<file path="config.mk">
export PLATFORM = sky130hd
export DESIGN_NAME = dsk_rspq
export DESIGN_NICKNAME = d
export VERILOG_FILES = /design/src/hw/rtl/dsk_pkg.sv /design/src/hw/rtl/dsk_rspq.sv
export SDC_FILE = /design/constraint.sdc
export NUM_CORES = 1
export LEC_CHECK = 0
export BUFFER_PORTS_ARGS = -buffer_cell sky130_fd_sc_hd__buf_2
export CAP_MARGIN = 20
export CORE_UTILIZATION = 56
export CTS_CLUSTER_DIAMETER = 30
export DETAILED_ROUTE_END_ITERATION = 10
export GPL_ROUTABILITY_DRIVEN = 1
export HOLD_SLACK_MARGIN = 0.03
export PLACE_DENSITY = 0.87
export SETUP_SLACK_MARGIN = 0.3
export SKIP_CTS_REPAIR_TIMING = 1
export SYNTH_ARGS = -nofsm -noshare
export SYNTH_HDL_FRONTEND = slang
export SYNTH_SLANG_ARGS = --single-unit
</file>
<file path="constraint.sdc">
create_clock -name clock -period 7.6 [get_ports clock]
set_input_delay 2.28 -clock clock [delete_from_list [all_inputs] [get_ports clock]]
set_output_delay 2.28 -clock clock [all_outputs]
set_load 0.02 [all_outputs]
</file>
<file path="src/hw/rtl/dsk_pkg.sv">
// dsk_pkg: shared types and constants for the sector disk block
// used by every module under hw/rtl; depends on nothing else
`default_nettype none

package dsk_pkg;

   // default sizes of the disk, handed to the top-level parameters
   localparam int DEF_MAX_CYLINDERS = 64;
   localparam int DEF_MAX_SECTORS   = 16;
   localparam int DEF_SECTOR_BYTES  = 128;

   // fixed field widths
   localparam int CYL_IN_W   = 11;
   localparam int SEC_IN_W   = 11;
   localparam int LEN_IN_W   = 9;
   localparam int WORD_W     = 64;
   localparam int SEEK_W     = 26;
   localparam int NCYL_W     = 7;
   localparam int NSEC_W     = 5;
   localparam int TRACK_W    = 20;
   localparam int CSR_IDX_W  = 2;
   localparam int CSR_DATA_W = 20;

   // request operation codes
   typedef enum logic [1:0] {
      OP_INFO     = 2'd0,
      OP_READ     = 2'd1,
      OP_WR_START = 2'd2,
      OP_WR_DATA  = 2'd3
   } op_type;

   // configuration register indexes
   typedef enum logic [CSR_IDX_W-1:0] {
      CSR_NUM_CYL    = 2'd0,
      CSR_NUM_SEC    = 2'd1,
      CSR_TRACK_TIME = 2'd2
   } csr_idx_type;

   // one response item
   typedef struct packed {
      logic              ok;
      logic [WORD_W-1:0] word;
      logic              last;
      logic [SEEK_W-1:0] seek;
      logic [NCYL_W-1:0] rc;
      logic [NSEC_W-1:0] rs;
   } rsp_type;

   // memory strobes from the sequencer to the store
   typedef struct packed {
      logic clr;
      logic cmt_wr;
      logic rd;
      logic buf_wr;
      logic buf_rd;
   } mem_ctl_type;

   // response queue status seen by the sequencer
   typedef struct packed {
      logic [1:0] count;
      logic       pop;
   } q_stat_type;

endpackage

`default_nettype wire

</file>
<file path="src/hw/rtl/dsk_rspq.sv">
// dsk_rspq: two-entry response queue between the sequencer and the rsp_ stream
// depends on dsk_pkg
`default_nettype none

module dsk_rspq
   import dsk_pkg::*;
(
   input  wire logic    clock,
   input  wire logic    reset,
   input  wire logic    push,
   input  wire rsp_type push_data,
   output      logic    out_valid,
   input  wire logic    out_ready,
   output      rsp_type out_data,
   output      q_stat_type stat
);

   rsp_type    entry_ff [2];
   logic       wr_ptr_ff;
   logic       wr_ptr_in;
   logic       rd_ptr_ff;
   logic       rd_ptr_in;
   logic [1:0] cnt_ff;
   logic [1:0] cnt_in;
   logic       pop;

   assign out_valid = (cnt_ff != 2'd0);
   assign pop       = out_valid & out_ready;
   assign out_data  = entry_ff[rd_ptr_ff];

   // pointer and count update
   always_comb begin
      wr_ptr_in = wr_ptr_ff ^ push;
      rd_ptr_in = rd_ptr_ff ^ pop;
      cnt_in    = cnt_ff + {1'b0, push} - {1'b0, pop};
   end

   always_ff @(posedge clock) begin
      if (reset) begin
         wr_ptr_ff <= 1'b0;
         rd_ptr_ff <= 1'b0;
         cnt_ff    <= 2'd0;
      end else begin
         wr_ptr_ff <= wr_ptr_in;
         rd_ptr_ff <= rd_ptr_in;
         cnt_ff    <= cnt_in;
      end
   end

   // payload entries
   always_ff @(posedge clock) begin
      if (push) begin
         entry_ff[wr_ptr_ff] <= push_data;
      end
   end

   assign stat.count = cnt_ff;
   assign stat.pop   = pop;

endmodule

`default_nettype wire

</file>
==> impl_metrics.toml <==
[outcome]
status = "completed"

[final_layout]
area_delta_synth_final_pct = 31.5
layout_commonest_cell = "buf_2"
seq_area_sq_mm = 0.00633
mostFrequentLayoutCells = "buf_2, edfxtp_1, mux2_2"
fin_util_pct = 76.8
fin_cells = 798
fillers = 743
diodes = 0
multi_input_area_sq_mm = 0.00146
nets = 703
post_route_cells_drive_above_1_share_pct = 62.2

[floorplanning]
rows = 42
num_io_pins = 216
dieArea_sq_mm = 0.0146
core_area_sq_mm = 0.0135
die_y_um = 121
initial_core_util_pct = 58.4
die_w_um = 121

[timing]
setup-tns-final_ps = 0
setup_viol = 0
slew_violations = 0
finalCriticalPeriod_ps = 5080
fin_skew_ps = 10.1
whs_ps = 617
setup_slack_ps = 2520
finalCritPeriodShare_pct = 66.9
hold_violations = 0
worst_pin_slew_ps = 950
maxSlewHeadroom_pct = 36.7
grt_setup_unrepaired = "false"
max_freq_ghz = 0.197

[synth]
synth_area_per_cell_sq_um = 22.9
syn-num-nets = 457
syn_inst = 345
synth-seq-cells = 212
syn-cell-area_sq_mm = 0.00789
synth_cell_type_count = 15
seq_area_frac_synth_pct = 80.2
yosys_warnings = 0

[power]
power_leakage_nw = 4.05
power_density_mw_per_mm2 = 356
ir_worst_vdd_v = 0.000244

[worst_setup_path]
r2r_cells = 3
cp.required_ps = 5320
rrSetupSlack_ps = 5480
rr_endpoint = "entry_ff[0][8]"
arrival_ps = 2800
crit_path_start_kind = "register"
path_class = "reg -> out"
crit_fanout = 67
r2r_start = "wr_ptr_ff"
cp-end-kind = "output port"

[grt]
grt_antenna_before_repair = 2
grt_max_degree = 68
grt_usage_pct = 20.7
overflow = 0
grt_first_pass_wirelength_mm = 22.3
grt_pass1_vias = 4367

[clock_network]
root_buffer = "clkbuf_16"
cts.sinks = 212
clock_latency_ps = 490
htree_levels = 2
clk_pin_slew_worst_paths_ps = 50
cts_tree = "built"
cts.path.max_buffers = 3
cts_buffers = 39

[flow_run]
drv_cap = 0

[min_path]
hp-start = "wr_ptr_ff"
hold_class = "reg -> reg"
hold_end = "wr_ptr_ff"
worstHoldPathCells = 3

[routing]
drtIter0Drc = 177
remaining_drc_errors = 0
wl_per_cell_um = 18.7
via_per_inst = 5.16
ant_nets = 0
routed_wl_mm = 14.9
dr.pass1.iters = 4
num_vias = 4116

[place]
routabilityCongestion = 0.725
hpwlAfterDp_mm = 9.07
post-place-ws_ps = 2630
dp.cells = 726
io_buffers = 215
## final cells by class
cell class                 instances  area share (%)
sequential                       212            61.1
clock buffer                      44            9.59
tap                              176            2.12
multi-input combinational        117            14.1
timing repair buffer             218            10.6
inverter                           3           0.109
clock inverter                    28            2.40
## how the worst max path moves through the flow
stage	start	endpoint	slack [ps]
2_1_floorplan	push	entry_ff[0][0]	2390
3_3_place_gp	out_ready	stat[0]	2640
3_5_place_dp	out_ready	stat[0]	2630
4_1_cts	rd_ptr_ff	out_data[62]	2510
5_1_grt	rd_ptr_ff	out_data[60]	2450
6_report	rd_ptr_ff	out_data[62]	2520
## flip-flops by register name (all words and copies together) (netlist names)
| name | flops |
|---|---|
| wr_ptr_ff | 1 |
| cnt_ff | 2 |
| rd_ptr_ff | 1 |
| entry_ff | 208 |
## worst max-delay path, stage by stage (launching register included)
cell     delay [ps]
dfxtp_4         930
buf_4           700
mux2_2          420
buf_2           160
## kinds of logic after synthesis
family | after synthesis | share of synthesized area [%]
buffers and inverters | 16 | 1.52
flip-flops | 212 | 80.2
XOR/XNOR | 1 | 0.286
AO/OA/AOI/OAI | 1 | 0.0952
AND/OR/NAND/NOR | 6 | 0.381
multiplexers | 105 | 16.9
adder cells (fa/ha/maj) | 4 | 0.635
## report_power, final
group | total, mW | internal (mW) | leakage (nW) | switching [mW]
clock | 1.60 | 1.05 | 0.609 | 0.553
sequential | 1.44 | 1.37 | 1.99 | 0.0641
combinational | 0.651 | 0.300 | 1.46 | 0.351
## stage by stage
step                total power [mW]  area [sq um]
floorplan                       1.93          7890
global placement                2.09          9120
global route                    3.82         10400
CTS                             3.73         10400
detailed placement              2.11          9120
finish                          3.69         10400
## cell usage after synthesis (all sizes together)
library cell	count	area, sq um
mux2	105	1330
xnor3	1	22.5
nor2	3	11.3
inv	3	11.3
buf	13	109
o21a	1	7.51
nor2b	2	12.5
ha	4	50.1
or2	1	6.26
dfxtp	4	80.1
edfxtp	208	6250
## metal layers
metal  GRT usage (%)  wire length, um  vias up  part of all wire, %
met5               0               13        -                0.087
met1            22.4             5480     2018                   37
met2            35.9             7820      187                   52
met3            8.16             1310       26                  8.8
met4            8.72              297        2                  2.0
li1                -                -     1883                    -
No activity file was read; power rests on OpenSTA's default activity.
