### config.mk
export PLATFORM = sky130hd
export DESIGN_NAME = dsk_seq
export DESIGN_NICKNAME = d
export VERILOG_FILES = /design/src/hw/rtl/dsk_pkg.sv /design/src/hw/rtl/dsk_seq.sv
export SDC_FILE = /design/constraint.sdc
export NUM_CORES = 1
export LEC_CHECK = 0
export ABC_AREA = 1
export BUFFER_PORTS_ARGS = -buffer_cell sky130_fd_sc_hd__buf_4
export CAP_MARGIN = 20
export CORE_MARGIN = 4
export CORE_UTILIZATION = 35
export DETAILED_ROUTE_END_ITERATION = 8
export PLACE_DENSITY_LB_ADDON = 0.12
export SETUP_SLACK_MARGIN = 0.02
export SYNTH_ARGS = -nofsm -noshare
export SYNTH_HDL_FRONTEND = slang
export SYNTH_SLANG_ARGS = --single-unit
### constraint.sdc
create_clock -name clock -period 4.48 [get_ports clock]
set_input_delay 0.896 -clock clock [delete_from_list [all_inputs] [get_ports clock]]
set_output_delay 0.896 -clock clock [all_outputs]
set_load 0.01 [all_outputs]
### src/hw/rtl/dsk_pkg.sv
// dsk_pkg: shared types and constants for the sector disk block
// used by every module under hw/rtl; depends on nothing else
`default_nettype none

package dsk_pkg;

   // default sizes of the disk, handed to the top-level parameters
   localparam int DEF_MAX_CYLINDERS = 64;
   localparam int DEF_MAX_SECTORS   = 16;
   localparam int DEF_SECTOR_BYTES  = 128;

   // fixed field widths
   localparam int CYL_IN_W   = 11;
   localparam int SEC_IN_W   = 11;
   localparam int LEN_IN_W   = 9;
   localparam int WORD_W     = 64;
   localparam int SEEK_W     = 26;
   localparam int NCYL_W     = 7;
   localparam int NSEC_W     = 5;
   localparam int TRACK_W    = 20;
   localparam int CSR_IDX_W  = 2;
   localparam int CSR_DATA_W = 20;

   // request operation codes
   typedef enum logic [1:0] {
      OP_INFO     = 2'd0,
      OP_READ     = 2'd1,
      OP_WR_START = 2'd2,
      OP_WR_DATA  = 2'd3
   } op_type;

   // configuration register indexes
   typedef enum logic [CSR_IDX_W-1:0] {
      CSR_NUM_CYL    = 2'd0,
      CSR_NUM_SEC    = 2'd1,
      CSR_TRACK_TIME = 2'd2
   } csr_idx_type;

   // one response item
   typedef struct packed {
      logic              ok;
      logic [WORD_W-1:0] word;
      logic              last;
      logic [SEEK_W-1:0] seek;
      logic [NCYL_W-1:0] rc;
      logic [NSEC_W-1:0] rs;
   } rsp_type;

   // memory strobes from the sequencer to the store
   typedef struct packed {
      logic clr;
      logic cmt_wr;
      logic rd;
      logic buf_wr;
      logic buf_rd;
   } mem_ctl_type;

   // response queue status seen by the sequencer
   typedef struct packed {
      logic [1:0] count;
      logic       pop;
   } q_stat_type;

endpackage

`default_nettype wire

### src/hw/rtl/dsk_seq.sv
// dsk_seq: command sequencer, geometry registers, head position and seek timing
// depends on dsk_pkg; drives dsk_store and dsk_rspq
`default_nettype none

module dsk_seq
   import dsk_pkg::*;
#(
   parameter int MAX_CYLINDERS = DEF_MAX_CYLINDERS,
   parameter int MAX_SECTORS   = DEF_MAX_SECTORS,
   parameter int SECTOR_BYTES  = DEF_SECTOR_BYTES
) (
   input  wire logic                  clock,
   input  wire logic                  reset,
   input  wire logic                  req_valid,
   output      logic                  req_ready,
   input  wire logic [1:0]            req_op,
   input  wire logic [CYL_IN_W-1:0]   req_cyl,
   input  wire logic [SEC_IN_W-1:0]   req_sec,
   input  wire logic [LEN_IN_W-1:0]   req_len,
   input  wire logic                  csr_wr_en,
   input  wire logic [CSR_IDX_W-1:0]  csr_index,
   input  wire logic [CSR_DATA_W-1:0] csr_wdata,
   input  wire q_stat_type            q_stat,
   output      logic                  push,
   output      rsp_type               push_data,
   output      mem_ctl_type           ctl,
   output      logic [$clog2(MAX_CYLINDERS*MAX_SECTORS*((SECTOR_BYTES+7)/8))-1:0] rd_addr,
   output      logic [$clog2(MAX_CYLINDERS*MAX_SECTORS*((SECTOR_BYTES+7)/8))-1:0] wr_addr,
   output      logic [(((SECTOR_BYTES+7)/8) > 1 ? $clog2((SECTOR_BYTES+7)/8) : 1)-1:0] buf_wr_idx,
   output      logic [(((SECTOR_BYTES+7)/8) > 1 ? $clog2((SECTOR_BYTES+7)/8) : 1)-1:0] buf_rd_idx,
   output      logic [(((SECTOR_BYTES+7)/8) > 1 ? $clog2((SECTOR_BYTES+7)/8) : 1)-1:0] cmt_k,
   output      logic [$clog2(SECTOR_BYTES+1)-1:0] cmt_len,
   input  wire logic [WORD_W-1:0]     rd_data
);

   localparam int WORDS  = (SECTOR_BYTES + 7) / 8;
   localparam int DEPTH  = MAX_CYLINDERS * MAX_SECTORS * WORDS;
   localparam int ADDR_W = $clog2(DEPTH);
   localparam int KW     = (WORDS > 1) ? $clog2(WORDS) : 1;
   localparam int CNT_W  = $clog2(WORDS + 1);
   localparam int LEN_W  = $clog2(SECTOR_BYTES + 1);
   localparam int NW     = LEN_W + 1;
   localparam int CYL_W  = (MAX_CYLINDERS > 1) ? $clog2(MAX_CYLINDERS) : 1;
   localparam int SEC_W  = (MAX_SECTORS > 1) ? $clog2(MAX_SECTORS) : 1;
   localparam int LW     = CYL_W + NSEC_W + 1;
   localparam int LIN_W  = (MAX_CYLINDERS * MAX_SECTORS > 1) ?
                           $clog2(MAX_CYLINDERS * MAX_SECTORS) : 1;

   localparam logic [NCYL_W-1:0] NCYL_CAP = NCYL_W'((MAX_CYLINDERS > 127) ? 127 : MAX_CYLINDERS);
   localparam logic [NSEC_W-1:0] NSEC_CAP = NSEC_W'((MAX_SECTORS > 31) ? 31 : MAX_SECTORS);
   localparam logic [NCYL_W-1:0] NCYL_RST = NCYL_W'((64 > MAX_CYLINDERS) ? MAX_CYLINDERS : 64);
   localparam logic [NSEC_W-1:0] NSEC_RST = NSEC_W'((16 > MAX_SECTORS) ? MAX_SECTORS : 16);
   localparam logic [ADDR_W-1:0] CLR_LAST = ADDR_W'(DEPTH - 1);
   localparam logic [KW-1:0]     K_LAST   = KW'(WORDS - 1);

   typedef enum logic [6:0] {
      ST_CLEAR  = 7'b0000001,
      ST_IDLE   = 7'b0000010,
      ST_LIN    = 7'b0000100,
      ST_BASE   = 7'b0001000,
      ST_READ   = 7'b0010000,
      ST_COMMIT = 7'b0100000,
      ST_RESP   = 7'b1000000
   } state_type;

   state_type          state_ff, state_in;
   logic [ADDR_W-1:0]  clr_ff, clr_in;
   logic [NCYL_W-1:0]  ncyl_ff;
   logic [NSEC_W-1:0]  nsec_ff;
   logic [TRACK_W-1:0] track_ff;
   logic [CYL_W-1:0]   head_ff;
   logic               pend_ff, pend_in;
   logic [CYL_W-1:0]   tgt_cyl_ff, tgt_cyl_in;
   logic [SEC_W-1:0]   tgt_sec_ff, tgt_sec_in;
   logic [LEN_W-1:0]   len_ff, len_in;
   logic [CNT_W-1:0]   wcnt_ff, wcnt_in;
   logic               do_cmt_ff, do_cmt_in;
   logic [LIN_W-1:0]   lin_ff;
   logic [CYL_W-1:0]   dist_ff;
   logic [ADDR_W-1:0]  base_ff;
   logic [SEEK_W-1:0]  seek_ff;
   logic [KW-1:0]      k_ff, k_in;
   logic               inflight_ff;
   logic               infl_last_ff;
   logic               cmt_vld_ff;
   logic [KW-1:0]      cmt_k_ff;
   logic               resp_ok_ff, resp_ok_in;
   logic               resp_info_ff, resp_info_in;
   logic               resp_cmt_ff, resp_cmt_in;

   op_type              op;
   logic                acc;
   logic                addr_ok;
   logic                len_ok;
   logic                can_issue;
   logic [NW-1:0]       need;
   logic [NW-1:0]       wcnt_next;
   logic [LW-1:0]       lin_full;
   logic [CYL_W-1:0]    dist_next;
   logic [CYL_W+TRACK_W-1:0] seek_prod;
   logic [NCYL_W-1:0]   ncyl_wr;
   logic [NSEC_W-1:0]   nsec_wr;

   assign op        = op_type'(req_op);
   assign req_ready = (state_ff == ST_IDLE);
   assign acc       = req_valid & req_ready;

   // address and length checks against the current geometry
   assign addr_ok = !req_cyl[CYL_IN_W-1] && (req_cyl[CYL_IN_W-2:0] < {3'b000, ncyl_ff}) &&
                    !req_sec[SEC_IN_W-1] && (req_sec[SEC_IN_W-2:0] < {5'b00000, nsec_ff});
   assign len_ok  = !req_len[LEN_IN_W-1] && (32'(req_len[LEN_IN_W-2:0]) <= SECTOR_BYTES);

   // data words still owed by a pending write
   assign need      = (NW'(len_ff) + NW'(7)) >> 3;
   assign wcnt_next = NW'(wcnt_ff) + NW'(1);

   // room in the response queue, counting a read still in the memory
   assign can_issue = ({1'b0, q_stat.count} + {2'b00, inflight_ff}) <= (3'd1 + {2'b00, q_stat.pop});

   // sector index, seek distance and seek product
   assign lin_full  = LW'(tgt_cyl_ff) * LW'(nsec_ff) + LW'(tgt_sec_ff);
   assign dist_next = (tgt_cyl_ff >= head_ff) ? (tgt_cyl_ff - head_ff) : (head_ff - tgt_cyl_ff);
   assign seek_prod = (CYL_W+TRACK_W)'(dist_ff) * (CYL_W+TRACK_W)'(track_ff);

   // sequencer next state and memory strobes
   always_comb begin
      state_in     = state_ff;
      clr_in       = clr_ff;
      pend_in      = pend_ff;
      tgt_cyl_in   = tgt_cyl_ff;
      tgt_sec_in   = tgt_sec_ff;
      len_in       = len_ff;
      wcnt_in      = wcnt_ff;
      do_cmt_in    = do_cmt_ff;
      k_in         = k_ff;
      resp_ok_in   = resp_ok_ff;
      resp_info_in = resp_info_ff;
      resp_cmt_in  = resp_cmt_ff;
      ctl          = '0;
      unique case (state_ff)
         ST_CLEAR: begin
            ctl.clr = 1'b1;
            clr_in  = clr_ff + ADDR_W'(1);
            if (clr_ff == CLR_LAST) begin
               state_in = ST_IDLE;
            end
         end
         ST_IDLE: begin
            if (acc) begin
               if (op != OP_WR_DATA) begin
                  pend_in = 1'b0;
               end
               unique case (op)
                  OP_INFO: begin
                     resp_ok_in   = 1'b1;
                     resp_info_in = 1'b1;
                     resp_cmt_in  = 1'b0;
                     state_in     = ST_RESP;
                  end
                  OP_READ: begin
                     if (addr_ok) begin
                        tgt_cyl_in = req_cyl[CYL_W-1:0];
                        tgt_sec_in = req_sec[SEC_W-1:0];
                        do_cmt_in  = 1'b0;
                        state_in   = ST_LIN;
                     end else begin
                        resp_ok_in   = 1'b0;
                        resp_info_in = 1'b0;
                        resp_cmt_in  = 1'b0;
                        state_in     = ST_RESP;
                     end
                  end
                  OP_WR_START: begin
                     if (addr_ok && len_ok) begin
                        tgt_cyl_in = req_cyl[CYL_W-1:0];
                        tgt_sec_in = req_sec[SEC_W-1:0];
                        len_in     = LEN_W'(req_len[LEN_IN_W-2:0]);
                        wcnt_in    = '0;
                        if (req_len[LEN_IN_W-2:0] == '0) begin
                           do_cmt_in = 1'b1;
                           state_in  = ST_LIN;
                        end else begin
                           pend_in = 1'b1;
                        end
                     end else begin
                        resp_ok_in   = 1'b0;
                        resp_info_in = 1'b0;
                        resp_cmt_in  = 1'b0;
                        state_in     = ST_RESP;
                     end
                  end
                  OP_WR_DATA: begin
                     // a data word with nothing pending is dropped
                     if (pend_ff) begin
                        ctl.buf_wr = 1'b1;
                        wcnt_in    = CNT_W'(wcnt_next);
                        if (wcnt_next >= need) begin
                           pend_in   = 1'b0;
                           do_cmt_in = 1'b1;
                           state_in  = ST_LIN;
                        end
                     end
                  end
                  default: begin
                     state_in = ST_IDLE;
                  end
               endcase
            end
         end
         ST_LIN: begin
            state_in = ST_BASE;
         end
         ST_BASE: begin
            k_in     = '0;
            state_in = do_cmt_ff ? ST_COMMIT : ST_READ;
         end
         ST_READ: begin
            if (can_issue) begin
               ctl.rd = 1'b1;
               k_in   = k_ff + KW'(1);
               if (k_ff == K_LAST) begin
                  state_in = ST_IDLE;
               end
            end
         end
         ST_COMMIT: begin
            ctl.buf_rd = 1'b1;
            k_in       = k_ff + KW'(1);
            if (k_ff == K_LAST) begin
               resp_ok_in   = 1'b1;
               resp_info_in = 1'b0;
               resp_cmt_in  = 1'b1;
               state_in     = ST_RESP;
            end
         end
         ST_RESP: begin
            if (!inflight_ff && can_issue) begin
               state_in = ST_IDLE;
            end
         end
         default: begin
            state_in = ST_IDLE;
         end
      endcase
      ctl.cmt_wr = cmt_vld_ff;
   end

   // memory addresses; the commit write comes in the cycle after its buffer read
   assign rd_addr    = base_ff + ADDR_W'(k_ff);
   assign wr_addr    = (state_ff == ST_CLEAR) ? clr_ff : (base_ff + ADDR_W'(cmt_k_ff));
   assign buf_wr_idx = wcnt_ff[KW-1:0];
   assign buf_rd_idx = k_ff;
   assign cmt_k      = cmt_k_ff;
   assign cmt_len    = len_ff;

   // response push: read words returning from memory, or a single response
   always_comb begin
      push_data = '0;
      if (inflight_ff) begin
         push           = 1'b1;
         push_data.ok   = 1'b1;
         push_data.word = rd_data;
         push_data.last = infl_last_ff;
         push_data.seek = seek_ff;
      end else begin
         push           = (state_ff == ST_RESP) && can_issue;
         push_data.ok   = resp_ok_ff;
         push_data.last = 1'b1;
         push_data.seek = resp_cmt_ff ? seek_ff : '0;
         push_data.rc   = resp_info_ff ? ncyl_ff : '0;
         push_data.rs   = resp_info_ff ? nsec_ff : '0;
      end
   end

   // geometry writes saturate at the configured maximum
   assign ncyl_wr = csr_wdata[NCYL_W-1:0];
   assign nsec_wr = csr_wdata[NSEC_W-1:0];

   always_ff @(posedge clock) begin
      if (reset) begin
         ncyl_ff  <= NCYL_RST;
         nsec_ff  <= NSEC_RST;
         track_ff <= '0;
      end else if (csr_wr_en) begin
         unique case (csr_idx_type'(csr_index))
            CSR_NUM_CYL: begin
               ncyl_ff <= (32'(ncyl_wr) > MAX_CYLINDERS) ? NCYL_CAP : ncyl_wr;
            end
            CSR_NUM_SEC: begin
               nsec_ff <= (32'(nsec_wr) > MAX_SECTORS) ? NSEC_CAP : nsec_wr;
            end
            CSR_TRACK_TIME: begin
               track_ff <= csr_wdata[TRACK_W-1:0];
            end
            default: begin
            end
         endcase
      end
   end

   // control registers
   always_ff @(posedge clock) begin
      if (reset) begin
         state_ff    <= ST_CLEAR;
         clr_ff      <= '0;
         pend_ff     <= 1'b0;
         wcnt_ff     <= '0;
         head_ff     <= '0;
         inflight_ff <= 1'b0;
         cmt_vld_ff  <= 1'b0;
      end else begin
         state_ff    <= state_in;
         clr_ff      <= clr_in;
         pend_ff     <= pend_in;
         wcnt_ff     <= wcnt_in;
         inflight_ff <= ctl.rd;
         cmt_vld_ff  <= ctl.buf_rd;
         if (state_ff == ST_LIN) begin
            head_ff <= tgt_cyl_ff;
         end
      end
   end

   // payload registers
   always_ff @(posedge clock) begin
      tgt_cyl_ff   <= tgt_cyl_in;
      tgt_sec_ff   <= tgt_sec_in;
      len_ff       <= len_in;
      do_cmt_ff    <= do_cmt_in;
      k_ff         <= k_in;
      resp_ok_ff   <= resp_ok_in;
      resp_info_ff <= resp_info_in;
      resp_cmt_ff  <= resp_cmt_in;
      infl_last_ff <= (k_ff == K_LAST);
      cmt_k_ff     <= k_ff;
      if (state_ff == ST_LIN) begin
         lin_ff  <= LIN_W'(lin_full);
         dist_ff <= dist_next;
      end
      if (state_ff == ST_BASE) begin
         base_ff <= ADDR_W'(ADDR_W'(lin_ff) * ADDR_W'(WORDS));
         seek_ff <= SEEK_W'(seek_prod);
      end
   end

endmodule

`default_nettype wire

==> impl_metrics.json <==
{
  "finalCritPeriodShare": 0.949,
  "power.switching_mw": 1.39,
  "vias_per_cell": 4.46,
  "drtIter0Drc": 492,
  "synth_cell_types": 50,
  "fmaxAchievable_ghz": 0.235,
  "syn_inst": 1676,
  "end_kind": "flip-flop",
  "netlist_area_mm2": 0.0127,
  "cp_slowest_cell": "fa_1",
  "ioPinCount": 285,
  "synth.area.top_cells": "edfxtp_1 18%, inv_1 14%, fa_1 14%",
  "synth_edf_count": 78,
  "clock_path_buffers": 2,
  "slew_headroom": 0.484,
  "first_pass_iters": 5,
  "slew_viol_final": 0,
  "p_comb_frac": 0.264,
  "status": "finished clean",
  "die-area_mm2": 0.0394,
  "p_seq_frac": 0.366,
  "area_growth_pct": 25.9,
  "die-height_um": 198,
  "grt_max_degree": 80,
  "cts_root_buf": "clkbuf_16",
  "slowest_delay_ns": 0.54,
  "final_util": 0.448,
  "ys.flop_type": "edfxtp_1",
  "ys_ff_latch": 150,
  "core_area_mm2": 0.0357,
  "multi_input_area_mm2": 0.00685,
  "cp-start-kind": "flip-flop",
  "syn_avg_cell_area_um2": 7.57,
  "clk_pin_slew_ns": 0.07,
  "p_clk_frac": 0.370,
  "ir_drop_mv": 0.305,
  "grt_setup_unrepaired": "false",
  "p_per_area_mw_per_mm2": 269,
  "hp-start": "lin_ff[5]",
  "setup_tns_ns": 0,
  "cts_tree": "built",
  "critPathMaxFanout": 8,
  "hold_viol": 0,
  "path_cells": "nand2_1, inv_1, fa_1, fa_1, inv_1, fa_1, inv_1, ha_1, nand2_1, nor2_1, a21oi_2, o21bai_1, a21oi_1, o21ai_0, xor2_1",
  "finalSetupViolCount": 0,
  "numCtsBuffers": 17,
  "crit_start": "dist_ff[1]",
  "initial_core_util": 0.356,
  "wl_per_cell_um": 14.1,
  "io_buffers": 284,
  "clkLatencyLatePin_ns": 0.45,
  "cp.required_ns": 4.66,
  "syn_nets": 1985,
  "fin_skew_ns": 0.0115,
  "synth_top_cell_by_area": "edfxtp_1",
  "async_flop_share": 0,
  "crit_type": "flip-flop to flip-flop",
  "drtAntennaViolNets": 0,
  "power_leakage_nw": 9.21,
  "worst_pin_slew_ns": 0.775,
  "dp_hpwl_mm": 28.4,
  "crit_arrival_ns": 4.43,
  "drv_cap": 0,
  "drc": 0,
  "track_usage": 0.176,
  "grt_overflow": 0,
  "ys_seq_area_frac": 0.298,
  "grt_pass1_vias": 10800,
  "antenna_found_initial": 1,
  "clock_sinks": 150,
  "yosys_warnings": 0,
  "post-route-min-period_ns": 4.25,
  "drive_gt1_frac": 0.191,
  "regArea_mm2": 0.00378,
  "grt_pass1_wl_mm": 55.3,
  "yosysTopAreaCellShare": 0.185,
  "vias": 10800,
  "drt-total-wl_mm": 34.2,
  "r2r-start": "dist_ff[1]",
  "h-tree-depth": 4,
  "swShare": 0.324,
  "fillers": 3666,
  "gp_congestion": 0.844,
  "placementRows": 69,
  "nNetsFinal": 2253,
  "hold_path.class": "flip-flop to flip-flop",
  "die_w_um": 198,
  "power.internal_mw": 2.90
}
[sequential cells by signal, indices dropped and copies added, names as in the netlist, 4 cells and up]
register and cells:
seek_ff 26, track_ff 20, clr_ff 14, base_ff 10
lin_ff 10, cmt_len 8, ncyl_ff 7, state_ff 7
dist_ff 6, head_ff 6, tgt_cyl_ff 6, nsec_ff 5
wcnt_ff 5, buf_rd_idx 4, cmt_k 4, tgt_sec_ff 4
[worst max-delay path: cells and delay by family, from the launching register on]
| kind | cells | cell delay, ns |
|---|---|---|
| AO/OA/AOI/OAI | 4 | 0.74 |
| flip-flops | 1 | 0.52 |
| XOR/XNOR | 1 | 0.11 |
| AND/OR/NAND/NOR | 3 | 0.54 |
| adder cells (fa/ha/maj) | 4 | 1.92 |
| buffers and inverters | 3 | 0.14 |
[placed cells by master (no fill, tap or decap), types with 71 or more instances in the layout]
master,instances
inv_1,486
nand2_1,345
buf_4,302
nor2_1,96
ha_1,92
fa_1,91
a21oi_1,88
edfxtp_1,78
o21ai_0,71
dfxtp_1,71
[worst paths after layout]
kind,to,cells past startpoint,slack [ns]
worst max-delay path,seek_ff[14],15,0.23
worst min-delay path,base_ff[9],0,0.42
worst max register to register,seek_ff[14],15,0.23
worst min register to register,base_ff[9],0,0.42
[what timing repair did]
item,CTS,global route
resized for setup,0,5
endpoints found under the setup margin,0,4
buffers inserted,0,2
hold buffers,0,0
[per-layer routing]
layer / share of wire / vias to the layer above / routed length (um) / track usage
met3: 0.052 / 28 / 1790 / 0.0445
li1: - / 5567 / - / -
met1: 0.44 / 4979 / 15100 / 0.225
met2: 0.49 / 220 / 16900 / 0.300
met5: 0 / - / 0 / 0
met4: 0.013 / 0 / 450 / 0.0406
[through the flow]
| step | instance area [um^2] | std cells | setup WS (ns) | power, mW | hold slack, ns |
|---|---|---|---|---|---|
| after floorplan | 12700 | 1676 | 0.532 | 2.29 | 0.400 |
| after global placement | 15300 | 2384 | 0.174 | 2.74 | 0.402 |
| after detailed placement | 15300 | 2384 | 0.142 | 2.75 | 0.405 |
| after CTS | 15900 | 2416 | 0.125 | 4.36 | 0.418 |
| after global routing | 16000 | 2419 | 0.0209 | 4.56 | 0.427 |
| final | 16000 | 2419 | 0.229 | 4.29 | 0.419 |
[logic make-up (layout without fill, tap and decap cells)]
family / after synthesis / after routing / synth area share
compound gates: 199 / 199 / 0.0851
simple gates: 555 / 555 / 0.188
other cells: 0 / 1 / 0
mux: 2 / 2 / 0.00168
fa+ha+maj: 183 / 183 / 0.234
xor+xnor: 42 / 42 / 0.0290
flops: 150 / 150 / 0.298
buf+inv: 545 / 826 / 0.164
[area by class of cell]
cell class | instances | area share
Antenna cell | 1 | 0.000157
Clock inverter | 12 | 0.00940
Tap cell | 461 | 0.0361
Multi-Input combinational cell | 981 | 0.429
Inverter | 492 | 0.116
Clock buffer | 20 | 0.0313
Sequential cell | 150 | 0.237
Timing Repair Buffer | 302 | 0.142
[synthesized netlist by cell type, drive strengths merged (17+ instances only)]
cell	count
inv	491
nand2	348
nor2	105
ha	92
a21oi	91
fa	91
edfxtp	78
o21ai	76
dfxtp	72
nand3	40
clkbuf	36
nor3	32
xor2	31
buf	17
nand4	17
[power by group through the flow]
stage	Clock, mW	Combinational, mW	Sequential [mW]
final	1.59	1.13	1.57
after global routing	1.69	1.29	1.58
after CTS	1.63	1.16	1.57
after detailed placement	0	1.15	1.60
after global placement	0	1.14	1.60
after floorplan	0	0.712	1.58
No activity file was read; power rests on OpenSTA's default activity.
